===== src/sv/bvm_pkg.sv =====
`default_nettype none

package bvm_pkg;

  // samples per averaged batch (power of two, 1..16)
  localparam int SAMPLES      = 16;
  localparam int SAMPLE_SHIFT = $clog2(SAMPLES);

  localparam int ADC_W  = 10;
  localparam int V_W    = 14;
  localparam int SUM_W  = 14;
  localparam int CNT_W  = 4;
  localparam int CORR_W = 11;
  localparam int DB_W   = 8;
  localparam int PCT_W  = 7;
  localparam int PROD_W = ADC_W + V_W;

  localparam logic [V_W-1:0] V_MAX = '1;

  // depth of the internal queues
  localparam int QDEPTH = 4;
  localparam int QAW    = $clog2(QDEPTH);
  localparam int QCW    = QAW + 1;

  // configuration register indexes
  localparam int CFG_IDX_W = 3;
  localparam logic [CFG_IDX_W-1:0] CFG_ENABLE    = 3'd0;
  localparam logic [CFG_IDX_W-1:0] CFG_SCALE     = 3'd1;
  localparam logic [CFG_IDX_W-1:0] CFG_CORR_CHG  = 3'd2;
  localparam logic [CFG_IDX_W-1:0] CFG_CORR_DIS  = 3'd3;
  localparam logic [CFG_IDX_W-1:0] CFG_DEAD      = 3'd4;
  localparam logic [CFG_IDX_W-1:0] CFG_FULL      = 3'd5;
  localparam logic [CFG_IDX_W-1:0] CFG_RECHARGE  = 3'd6;
  localparam logic [CFG_IDX_W-1:0] CFG_DEADBAND  = 3'd7;

  // register reset values
  localparam logic [V_W-1:0]  RST_SCALE    = 14'd6600;
  localparam logic [V_W-1:0]  RST_DEAD     = 14'd3300;
  localparam logic [V_W-1:0]  RST_FULL     = 14'd4150;
  localparam logic [V_W-1:0]  RST_RECHARGE = 14'd4000;
  localparam logic [DB_W-1:0] RST_DEADBAND = 8'd20;

  typedef enum logic {
    OP_SAMPLE = 1'b0,
    OP_CHARGE = 1'b1
  } op_t;

  typedef struct packed {
    logic                     enable;
    logic [V_W-1:0]           scale_mv;
    logic signed [CORR_W-1:0] corr_chg;
    logic signed [CORR_W-1:0] corr_dis;
    logic [V_W-1:0]           dead_mv;
    logic [V_W-1:0]           full_mv;
    logic [V_W-1:0]           recharge_mv;
    logic [DB_W-1:0]          deadband_mv;
  } cfg_t;

  // work handed from front to back: a charging update or a finished batch mean
  typedef struct packed {
    op_t              op;
    logic             chg;
    logic [ADC_W-1:0] mean;
  } cmd_t;

  typedef struct packed {
    logic [V_W-1:0]   voltage_mv;
    logic             charging;
    logic             full_res;
    logic             report;
    logic             dead;
    logic             became_full;
    logic             became_not_full;
    logic [PCT_W-1:0] percent;
  } result_t;

endpackage

`default_nettype wire


===== src/sv/battery_voltage_monitor_top.sv =====
// Battery voltage monitor with full/recharge hysteresis.
// Input channel (push/full): an item is either an ADC sample or a charging-
// state update. Samples are summed while enable is set; every 16th one closes
// a batch whose truncated mean is scaled to mV, corrected for the charging
// state, clamped, filtered by the deadband and checked against the
// dead/full/recharge thresholds. Charging updates always give a result.
// Result channel (empty/pop): a 4-deep queue; the oldest result sits on the
// ports while empty is low.
// Config channel (cfg_valid/cfg_ready): cfg_ready is always high; write only
// while the block is idle.
// Path: an accepted item is written to the command queue, then passes the
// multiply stage and the divide stage, then the check writes the result
// queue. Throughput: one item per cycle while the result queue has room, set
// by the check stage that holds the monitor state.
// Reset: registers return to their defaults, the sample batch, voltage,
// charging and full flags clear, the first check reports unconditionally.
// When the receiver stalls, the result queue fills, the back pipeline holds,
// then the 4-deep command queue fills and full rises.
`default_nettype none

module battery_voltage_monitor_top (
  input  wire logic                            clk,
  input  wire logic                            rst,
  // input items
  input  wire logic                            push,
  output logic                                 full,
  input  wire logic                            operation,
  input  wire logic [bvm_pkg::ADC_W-1:0]       adc_sample,
  input  wire logic                            charging_in,
  // result items
  output logic                                 empty,
  input  wire logic                            pop,
  output logic [bvm_pkg::V_W-1:0]              voltage_mv,
  output logic                                 charging,
  output logic                                 full_res,
  output logic                                 report,
  output logic                                 dead,
  output logic                                 became_full,
  output logic                                 became_not_full,
  output logic [bvm_pkg::PCT_W-1:0]            percent,
  // configuration writes
  input  wire logic                            cfg_valid,
  output logic                                 cfg_ready,
  input  wire logic [bvm_pkg::CFG_IDX_W-1:0]   cfg_index,
  input  wire logic [bvm_pkg::V_W-1:0]         cfg_data
);
  import bvm_pkg::*;

  cfg_t    cfg;
  cmd_t    front_cmd, queue_cmd;
  result_t back_res, head;
  logic    front_push, cmd_full, cmd_empty, cmd_pop;
  logic    res_push, out_room;

  // config registers; the port never stalls
  assign cfg_ready = 1'b1;

  always_ff @(posedge clk) begin
    if (rst) begin
      cfg.enable      <= 1'b0;
      cfg.scale_mv    <= RST_SCALE;
      cfg.corr_chg    <= '0;
      cfg.corr_dis    <= '0;
      cfg.dead_mv     <= RST_DEAD;
      cfg.full_mv     <= RST_FULL;
      cfg.recharge_mv <= RST_RECHARGE;
      cfg.deadband_mv <= RST_DEADBAND;
    end else if (cfg_valid && cfg_ready) begin
      unique case (cfg_index)
        CFG_ENABLE:   cfg.enable      <= cfg_data[0];
        CFG_SCALE:    cfg.scale_mv    <= cfg_data;
        CFG_CORR_CHG: cfg.corr_chg    <= cfg_data[CORR_W-1:0];
        CFG_CORR_DIS: cfg.corr_dis    <= cfg_data[CORR_W-1:0];
        CFG_DEAD:     cfg.dead_mv     <= cfg_data;
        CFG_FULL:     cfg.full_mv     <= cfg_data;
        CFG_RECHARGE: cfg.recharge_mv <= cfg_data;
        CFG_DEADBAND: cfg.deadband_mv <= cfg_data[DB_W-1:0];
        default:      cfg.enable      <= cfg.enable;
      endcase
    end
  end

  // front: accept items, accumulate batches, forward work
  bvm_front u_front (
    .clk         (clk),
    .rst         (rst),
    .push        (push),
    .operation   (operation),
    .adc_sample  (adc_sample),
    .charging_in (charging_in),
    .enable      (cfg.enable),
    .cmd_full    (cmd_full),
    .full        (full),
    .cmd_push    (front_push),
    .cmd         (front_cmd)
  );

  // decouples the front from a stalled back end
  bvm_cmd_queue u_cmd_queue (
    .clk     (clk),
    .rst     (rst),
    .wr      (front_push),
    .wr_data (front_cmd),
    .rd      (cmd_pop),
    .q_full  (cmd_full),
    .q_empty (cmd_empty),
    .rd_data (queue_cmd)
  );

  // back: scale, correct, filter and check
  bvm_back u_back (
    .clk       (clk),
    .rst       (rst),
    .cfg       (cfg),
    .cmd_valid (!cmd_empty),
    .cmd       (queue_cmd),
    .out_room  (out_room),
    .cmd_pop   (cmd_pop),
    .res_push  (res_push),
    .res       (back_res)
  );

  bvm_out_queue u_out_queue (
    .clk     (clk),
    .rst     (rst),
    .wr      (res_push),
    .wr_data (back_res),
    .rd      (pop),
    .room    (out_room),
    .q_empty (empty),
    .head    (head)
  );

  assign voltage_mv      = head.voltage_mv;
  assign charging        = head.charging;
  assign full_res        = head.full_res;
  assign report          = head.report;
  assign dead            = head.dead;
  assign became_full     = head.became_full;
  assign became_not_full = head.became_not_full;
  assign percent         = head.percent;

endmodule

`default_nettype wire


===== src/sv/bvm_front.sv =====
`default_nettype none

module bvm_front (
  input  wire logic                        clk,
  input  wire logic                        rst,
  input  wire logic                        push,
  input  wire logic                        operation,
  input  wire logic [bvm_pkg::ADC_W-1:0]   adc_sample,
  input  wire logic                        charging_in,
  input  wire logic                        enable,
  input  wire logic                        cmd_full,
  output logic                             full,
  output logic                             cmd_push,
  output bvm_pkg::cmd_t                    cmd
);
  import bvm_pkg::*;

  localparam logic [CNT_W-1:0] SAMPLE_LAST = CNT_W'(SAMPLES - 1);

  logic [SUM_W-1:0] sample_sum, sample_sum_next;
  logic [CNT_W-1:0] sample_count;
  logic             accept, is_sample, last;

  assign full      = cmd_full;
  assign accept    = push && !cmd_full;
  assign is_sample = (op_t'(operation) == OP_SAMPLE);
  assign last      = (sample_count == SAMPLE_LAST);

  assign sample_sum_next = sample_sum + {{(SUM_W-ADC_W){1'b0}}, adc_sample};

  // charging updates always go back; samples only on the batch's last one while enabled
  assign cmd_push = accept && (!is_sample || (enable && last));
  assign cmd.op   = op_t'(operation);
  assign cmd.chg  = charging_in;
  assign cmd.mean = ADC_W'(sample_sum_next >> SAMPLE_SHIFT);

  always_ff @(posedge clk) begin
    if (rst) begin
      sample_sum   <= '0;
      sample_count <= '0;
    end else if (accept && is_sample && enable) begin
      if (last) begin
        sample_sum   <= '0;
        sample_count <= '0;
      end else begin
        sample_sum   <= sample_sum_next;
        sample_count <= sample_count + 1'b1;
      end
    end
  end

endmodule

`default_nettype wire


===== src/sv/bvm_cmd_queue.sv =====
`default_nettype none

module bvm_cmd_queue (
  input  wire logic          clk,
  input  wire logic          rst,
  input  wire logic          wr,
  input  wire bvm_pkg::cmd_t wr_data,
  input  wire logic          rd,
  output logic               q_full,
  output logic               q_empty,
  output bvm_pkg::cmd_t      rd_data
);
  import bvm_pkg::*;

  cmd_t           entries [QDEPTH];
  logic [QAW-1:0] wr_ptr, rd_ptr;
  logic [QCW-1:0] count;
  logic           do_wr, do_rd;

  assign q_full  = (count == QCW'(QDEPTH));
  assign q_empty = (count == '0);
  assign do_wr   = wr && !q_full;
  assign do_rd   = rd && !q_empty;
  assign rd_data = entries[rd_ptr];

  always_ff @(posedge clk) begin
    if (rst) begin
      wr_ptr <= '0;
      rd_ptr <= '0;
      count  <= '0;
    end else begin
      if (do_wr) wr_ptr <= wr_ptr + 1'b1;
      if (do_rd) rd_ptr <= rd_ptr + 1'b1;
      case ({do_wr, do_rd})
        2'b10:   count <= count + 1'b1;
        2'b01:   count <= count - 1'b1;
        default: count <= count;
      endcase
    end
  end

  always_ff @(posedge clk) begin
    if (do_wr) entries[wr_ptr] <= wr_data;
  end

endmodule

`default_nettype wire


===== src/sv/bvm_back.sv =====
`default_nettype none

module bvm_back (
  input  wire logic             clk,
  input  wire logic             rst,
  input  wire bvm_pkg::cfg_t    cfg,
  input  wire logic             cmd_valid,
  input  wire bvm_pkg::cmd_t    cmd,
  input  wire logic             out_room,
  output logic                  cmd_pop,
  output logic                  res_push,
  output bvm_pkg::result_t      res
);
  import bvm_pkg::*;

  function automatic logic [PCT_W-1:0] pct_of(input logic [V_W-1:0] v, input logic chg);
    logic [PCT_W-1:0] p;
    if (chg) begin
      if (v >= 14'd4150)      p = 7'd100;
      else if (v >= 14'd3900) p = 7'd66;
      else if (v >= 14'd3780) p = 7'd33;
      else                    p = 7'd0;
    end else begin
      if (v >= 14'd3900)      p = 7'd100;
      else if (v >= 14'd3750) p = 7'd66;
      else if (v >= 14'd3610) p = 7'd33;
      else                    p = 7'd0;
    end
    return p;
  endfunction

  // whole pipe moves together; it only waits on room in the result queue
  logic adv;
  assign adv     = out_room;
  assign cmd_pop = adv && cmd_valid;

  // stage 1: mean * scale
  logic              s1_valid;
  op_t               s1_op;
  logic              s1_chg;
  logic [PROD_W-1:0] s1_prod;

  // stage 2: divide by 1023
  logic              s2_valid;
  op_t               s2_op;
  logic              s2_chg;
  logic [V_W-1:0]    s2_scaled;

  // x / 1023 as x = 1023*q0 + r1, r1 = 1023*q1 + r2, r2 < 2*1023
  logic [V_W-1:0]    q0;
  logic [V_W:0]      r1;
  logic [4:0]        q1;
  logic [ADC_W:0]    r2;
  logic [V_W:0]      quot;

  assign q0   = s1_prod[PROD_W-1:ADC_W];
  assign r1   = {{(V_W+1-ADC_W){1'b0}}, s1_prod[ADC_W-1:0]} + {1'b0, q0};
  assign q1   = r1[V_W:ADC_W];
  assign r2   = {1'b0, r1[ADC_W-1:0]} + {{(ADC_W+1-5){1'b0}}, q1};
  assign quot = {1'b0, q0} + {{(V_W+1-5){1'b0}}, q1}
              + {{V_W{1'b0}}, (r2 >= 11'd1023)};

  always_ff @(posedge clk) begin
    if (adv) begin
      s1_op     <= cmd.op;
      s1_chg    <= cmd.chg;
      s1_prod   <= {{V_W{1'b0}}, cmd.mean} * {{ADC_W{1'b0}}, cfg.scale_mv};
      s2_op     <= s1_op;
      s2_chg    <= s1_chg;
      s2_scaled <= quot[V_W-1:0];
    end
  end

  // stage 3: correction, deadband, hysteresis; owns all monitor state
  logic [V_W-1:0] stored_voltage, stored_voltage_next;
  logic           is_charging, is_charging_next;
  logic           is_full, is_full_next;
  logic           force_report, force_report_next;

  logic signed [CORR_W-1:0] corr;
  logic signed [V_W+1:0]    corrected;
  logic [V_W-1:0]           v_new, v_chk, delta;
  logic                     accepted, emit;
  logic                     rep, dead_f, bf, bnf;

  always_comb begin
    stored_voltage_next = stored_voltage;
    is_charging_next    = is_charging;
    is_full_next        = is_full;
    force_report_next   = force_report;
    emit   = 1'b0;
    rep    = 1'b0;
    dead_f = 1'b0;
    bf     = 1'b0;
    bnf    = 1'b0;
    v_chk  = stored_voltage;

    corr      = is_charging ? cfg.corr_chg : cfg.corr_dis;
    corrected = $signed({2'b00, s2_scaled}) + (V_W+2)'(corr);
    if (corrected[V_W+1])    v_new = '0;
    else if (corrected[V_W]) v_new = V_MAX;
    else                     v_new = corrected[V_W-1:0];
    delta    = (v_new >= stored_voltage) ? v_new - stored_voltage : stored_voltage - v_new;
    accepted = (delta >= {{(V_W-DB_W){1'b0}}, cfg.deadband_mv});

    if (s2_valid) begin
      if (s2_op == OP_CHARGE) begin
        emit             = 1'b1;
        rep              = 1'b1;
        is_charging_next = s2_chg;
        if (!s2_chg) is_full_next = 1'b0;
      end else if (accepted || stored_voltage == '0) begin
        emit = 1'b1;
        if (accepted) v_chk = v_new;
        stored_voltage_next = v_chk;
        dead_f = (v_chk < cfg.dead_mv);
        rep    = force_report || !is_full || !is_charging || (v_chk < cfg.recharge_mv);
        if (rep) force_report_next = 1'b0;
        bf  = (v_chk >= cfg.full_mv) && !is_full;
        bnf = (v_chk < cfg.full_mv) && is_full
              && (!is_charging || (v_chk < cfg.recharge_mv));
        if (bf)  is_full_next = 1'b1;
        if (bnf) is_full_next = 1'b0;
      end
    end
  end

  assign res_push            = adv && emit;
  assign res.voltage_mv      = stored_voltage_next;
  assign res.charging        = is_charging_next;
  assign res.full_res        = is_full_next;
  assign res.report          = rep;
  assign res.dead            = dead_f;
  assign res.became_full     = bf;
  assign res.became_not_full = bnf;
  assign res.percent         = pct_of(stored_voltage_next, is_charging_next);

  always_ff @(posedge clk) begin
    if (rst) begin
      s1_valid       <= 1'b0;
      s2_valid       <= 1'b0;
      stored_voltage <= '0;
      is_charging    <= 1'b0;
      is_full        <= 1'b0;
      force_report   <= 1'b1;
    end else if (adv) begin
      s1_valid       <= cmd_valid;
      s2_valid       <= s1_valid;
      stored_voltage <= stored_voltage_next;
      is_charging    <= is_charging_next;
      is_full        <= is_full_next;
      force_report   <= force_report_next;
    end
  end

endmodule

`default_nettype wire


===== src/sv/bvm_out_queue.sv =====
`default_nettype none

module bvm_out_queue (
  input  wire logic             clk,
  input  wire logic             rst,
  input  wire logic             wr,
  input  wire bvm_pkg::result_t wr_data,
  input  wire logic             rd,
  output logic                  room,
  output logic                  q_empty,
  output bvm_pkg::result_t      head
);
  import bvm_pkg::*;

  result_t        entries [QDEPTH];
  logic [QAW-1:0] wr_ptr, rd_ptr;
  logic [QCW-1:0] count;
  logic           do_wr, do_rd;

  assign room    = (count != QCW'(QDEPTH));
  assign q_empty = (count == '0);
  assign do_wr   = wr && room;
  assign do_rd   = rd && !q_empty;
  assign head    = entries[rd_ptr];

  always_ff @(posedge clk) begin
    if (rst) begin
      wr_ptr <= '0;
      rd_ptr <= '0;
      count  <= '0;
    end else begin
      if (do_wr) wr_ptr <= wr_ptr + 1'b1;
      if (do_rd) rd_ptr <= rd_ptr + 1'b1;
      case ({do_wr, do_rd})
        2'b10:   count <= count + 1'b1;
        2'b01:   count <= count - 1'b1;
        default: count <= count;
      endcase
    end
  end

  always_ff @(posedge clk) begin
    if (do_wr) entries[wr_ptr] <= wr_data;
  end

endmodule

`default_nettype wire


===== config.mk =====
export PLATFORM = sky130hd
export DESIGN_NAME = battery_voltage_monitor_top
export DESIGN_NICKNAME = d
export VERILOG_FILES = /design/src/sv/bvm_pkg.sv /design/src/sv/battery_voltage_monitor_top.sv /design/src/sv/bvm_front.sv /design/src/sv/bvm_cmd_queue.sv /design/src/sv/bvm_back.sv /design/src/sv/bvm_out_queue.sv
export SDC_FILE = /design/constraint.sdc
export NUM_CORES = 1
export LEC_CHECK = 0
export BUFFER_PORTS_ARGS = -buffer_cell sky130_fd_sc_hd__buf_2
export CAP_MARGIN = 20
export CELL_PAD_IN_SITES_DETAIL_PLACEMENT = 1
export CELL_PAD_IN_SITES_GLOBAL_PLACEMENT = 2
export CORE_MARGIN = 1.5
export CORE_UTILIZATION = 45
export CTS_CLUSTER_SIZE = 30
export DETAILED_ROUTE_END_ITERATION = 12
export PLACE_DENSITY_LB_ADDON = 0.1
export SLEW_MARGIN = 15
export SYNTH_ARGS = -nofsm -noshare
export SYNTH_HDL_FRONTEND = slang
export SYNTH_SLANG_ARGS = --single-unit

===== constraint.sdc =====
create_clock -name clk -period 17.6 [get_ports clk]
set_input_delay 3.52 -clock clk [delete_from_list [all_inputs] [get_ports clk]]
set_output_delay 3.52 -clock clk [all_outputs]
set_load 0.01 [all_outputs]

==> results_tabular.tex <==
\begin{tabular}{lr}
\hline
Metric & Value \\
\hline
\multicolumn{2}{l}{\textbf{Outcome}} \\
Result of the run & complete, no violations \\
\multicolumn{2}{l}{\textbf{Synthesis}} \\
Top area cells in the synthesized netlist & sky130\_fd\_sc\_hd\_\_edfxtp\_1 26\%, sky130\_fd\_sc\_hd\_\_dfxtp\_1 13\%, sky130\_fd\_sc\_hd\_\_ha\_1 11\%, sky130\_fd\_sc\_hd\_\_fa\_1 9.3\%, sky130\_fd\_sc\_hd\_\_nand2\_1 5.6\% \\
Number of instances in the synthesized netlist & $\sim$2.2k \\
Post-synth EDFFs & 190 \\
Count of unique library cells instantiated by Yosys & 88 \\
Library cell occupying the most area in the post-synthesis netlist & sky130\_fd\_sc\_hd\_\_edfxtp\_1 \\
Proportion of synthesized chip area in sequential cells & 0.3835 \\
Synthesized area per cell & $\sim$10 um2 \\
Post-synth top area share & 0.2559 \\
Total of warnings raised by yosys & 0 \\
Combined area of all synthesized cells & $\sim$22,000 um2 \\
Post-synthesis register bit count & 332 \\
Most used DFF post-synth & sky130\_fd\_sc\_hd\_\_edfxtp\_1 \\
Share of flip-flops with an asynchronous set or reset & 0 \\
\multicolumn{2}{l}{\textbf{Timing}} \\
Min Tclk post-route & between 10 and 15 ns \\
Crit share post-route & 0.6774 \\
Setup TNS & 0 ns \\
Final Hold Vio Count & 0 \\
Worst-margin pin slew & around 1.0 ns \\
Setup repair after global routing missed its margin & no \\
Highest achievable clock rate & between 80 and 90 MHz \\
Setup violations, final & 0 \\
Clock skew after layout & about 0.015 ns \\
Max transition margin & 0.3051 \\
Number of pins with negative max-slew slack in the final report & 0 \\
\multicolumn{2}{l}{\textbf{Setup path}} \\
Slowest cell on crit path & sky130\_fd\_sc\_hd\_\_dfxtp\_1 \\
Data arrival at the endpoint of the critical path & between 10 and 15 ns \\
Most repeated library cell on the critical path & sky130\_fd\_sc\_hd\_\_o21ai\_0 \\
Type of the setup path with the least slack & reg2reg \\
Maximum fanout along the worst path & 20 \\
Startpoint Class & flop \\
Critical Path RT & 17.88 ns \\
Critical Path Sink Type & flop \\
FF-to-FF setup slack & about 5.7 ns \\
Slowest Stage Delay on Critical Path & around 0.75 ns \\
\multicolumn{2}{l}{\textbf{GRT}} \\
Number of antenna violations at the first check in global routing & 0 \\
Maximum number of pins on one net before global-route repair & 90 \\
Overall track demand over capacity in global routing & 0.2530 \\
Grt ovf & 0 \\
Wire length of the first global-routing pass & 99,240 um \\
Number of global-route vias before repair & $\sim$18k \\
\multicolumn{2}{l}{\textbf{Die}} \\
Row count & 81 \\
I/O pin cnt & 64 \\
Area of the core & between 40,000 and 50,000 um2 \\
Die footprint & between 50,000 and 60,000 um2 \\
DIE HEIGHT & approximately 230 um \\
Initial core utilization & 0.4554 \\
Die span in x & $\sim$230 um \\
\multicolumn{2}{l}{\textbf{Finish}} \\
Net count, final & around 2.6k \\
Commonest non-fill, non-tap cell in the layout & sky130\_fd\_sc\_hd\_\_nand2\_1 \\
Fraction of final layout cells with drive strength greater than 1 & 0.09738 \\
Commonest cells after routing, fill and taps aside & 333 x sky130\_fd\_sc\_hd\_\_nand2\_1, 201 x sky130\_fd\_sc\_hd\_\_inv\_1, 190 x sky130\_fd\_sc\_hd\_\_edfxtp\_1 \\
Diodes inserted & 0 \\
Area overhead of the layout relative to synthesis & 10.13\% \\
\multicolumn{2}{l}{\textbf{Flow run}} \\
Total of max-cap violations & 0 \\
\multicolumn{2}{l}{\textbf{Routing}} \\
Wire length per cell after detailed routing & $\sim$21 um \\
Number of remaining DRC errors & 0 \\
Mean number of vias per cell & 5.547 \\
Final wirelength & 62,330 um \\
Violation count after the first detailed-routing iteration & about 800 \\
Post-route antenna net violation count & 0 \\
Overall via count from detail\_route & about 16k \\
DR pass1 iterations & 5 \\
\multicolumn{2}{l}{\textbf{CTS}} \\
Number of buffers inserted during clock tree synthesis & 39 \\
CTS root buf & sky130\_fd\_sc\_hd\_\_clkbuf\_16 \\
Total setup buffers inserted after CTS & 0 \\
Post-cts gate resize count & 0 \\
Clock-pin slew of the registers on the worst-case setup and hold paths & approximately 0.06 ns \\
H-tree level count & 2 \\
Clock tree sinks & 332 \\
Worst-Skew Late Latency & about 0.56 ns \\
Buffers from clock root to sink, at most & 3 \\
Hold Buf Count CTS & 0 \\
Clock tree from TritonCTS & yes \\
\multicolumn{2}{l}{\textbf{Worst hold path}} \\
Hold/Removal Path Class & reg2reg \\
\multicolumn{2}{l}{\textbf{Place}} \\
Number of input and output port buffers inserted & 60 \\
Estimated wirelength of the detail-placed design & 46,820 um \\
Placer's final routability congestion estimate & about 0.92 \\
\hline
\end{tabular}
-- sequential cells by signal (all words and copies together) (netlist names), 4 cells and up, named ones only --
register / cells
u_cmd_queue.entries: 48
u_back.s2_scaled: 14
u_back.s1_prod: 24
u_front.sample_sum: 14
cfg: 87
u_front.sample_count: 4
u_out_queue.entries: 100
u_back.stored_voltage: 14
-- critical path, delay by kind of cell (launching register included) --
family | cells | cell delay (ns)
compound gates | 24 | 5.44
xor+xnor | 2 | 0.36
fa+ha+maj | 4 | 1.55
buf+inv | 3 | 0.71
flops | 1 | 0.75
mux | 2 | 1.00
simple gates | 7 | 1.83
-- cells in the mapped netlist, types with 37 or more instances --
| cell type | instances |
|---|---|
| sky130_fd_sc_hd__o21ai_0 | 67 |
| sky130_fd_sc_hd__a21oi_1 | 169 |
| sky130_fd_sc_hd__xnor2_1 | 56 |
| sky130_fd_sc_hd__edfxtp_1 | 190 |
| sky130_fd_sc_hd__dfxtp_1 | 142 |
| sky130_fd_sc_hd__fa_1 | 104 |
| sky130_fd_sc_hd__ha_1 | 189 |
| sky130_fd_sc_hd__nor2_1 | 136 |
| sky130_fd_sc_hd__mux4_2 | 37 |
| sky130_fd_sc_hd__inv_1 | 202 |
| sky130_fd_sc_hd__clkbuf_1 | 83 |
| sky130_fd_sc_hd__and2_1 | 72 |
| sky130_fd_sc_hd__nand2_1 | 333 |
-- routing by layer --
metal / part of all wire / track usage
met1: 0.42 / 0.3043
met2: 0.53 / 0.4686
met3: 0.029 / 0.03005
met4: 0.025 / 0.07967
met5: 0 / 0
-- path summary, 6_finish.rpt --
check                           depth (start not counted)                from                         end
worst max-delay path                                   42  u_back.is_charging  u_out_queue.entries[3][11]
worst min-delay path                                    0        u_back.s1_op                u_back.s2_op
worst max register to register                         42  u_back.is_charging  u_out_queue.entries[3][11]
worst min register to register                          0        u_back.s1_op                u_back.s2_op
-- metrics by stage --
step                  util  hold WS, ns  std cells  setup slack [ns]  instance area, um2
CTS                 0.5014       0.4400       2953             5.771               24540
global placement    0.4728       0.4038       2882             6.154               23150
detailed placement  0.4730       0.4296       2883             5.836               23150
floorplan                -       0.4003       2241             7.827               22300
finish              0.5015       0.4423       2954             5.677               24550
global route        0.5015       0.4455       2954             4.580               24550
-- cells by family after synthesis --
logic type	Yosys count	synth area share
adder cells (fa/ha/maj)	293	0.1995
other	2	0.0003369
AO/OA/AOI/OAI	436	0.1268
flip-flops	332	0.3835
XOR/XNOR	87	0.03418
multiplexers	74	0.05641
AND/OR/NAND/NOR	713	0.1464
buffers and inverters	303	0.05293
-- cell type report --
class                           count  area (um2)
Fill cell                        5453       24400
Multi-Input combinational cell   1606       12570
Sequential cell                   332        8549
Tap cell                          664       830.8
Clock inverter                     19       299.0
Inverter                          203       762.0
Clock buffer                       51        1092
Timing Repair Buffer               79       442.9
Power is left out: the tool's default activity adds up to more than one toggle a clock period on the data nets, which glitch-free logic cannot reach.
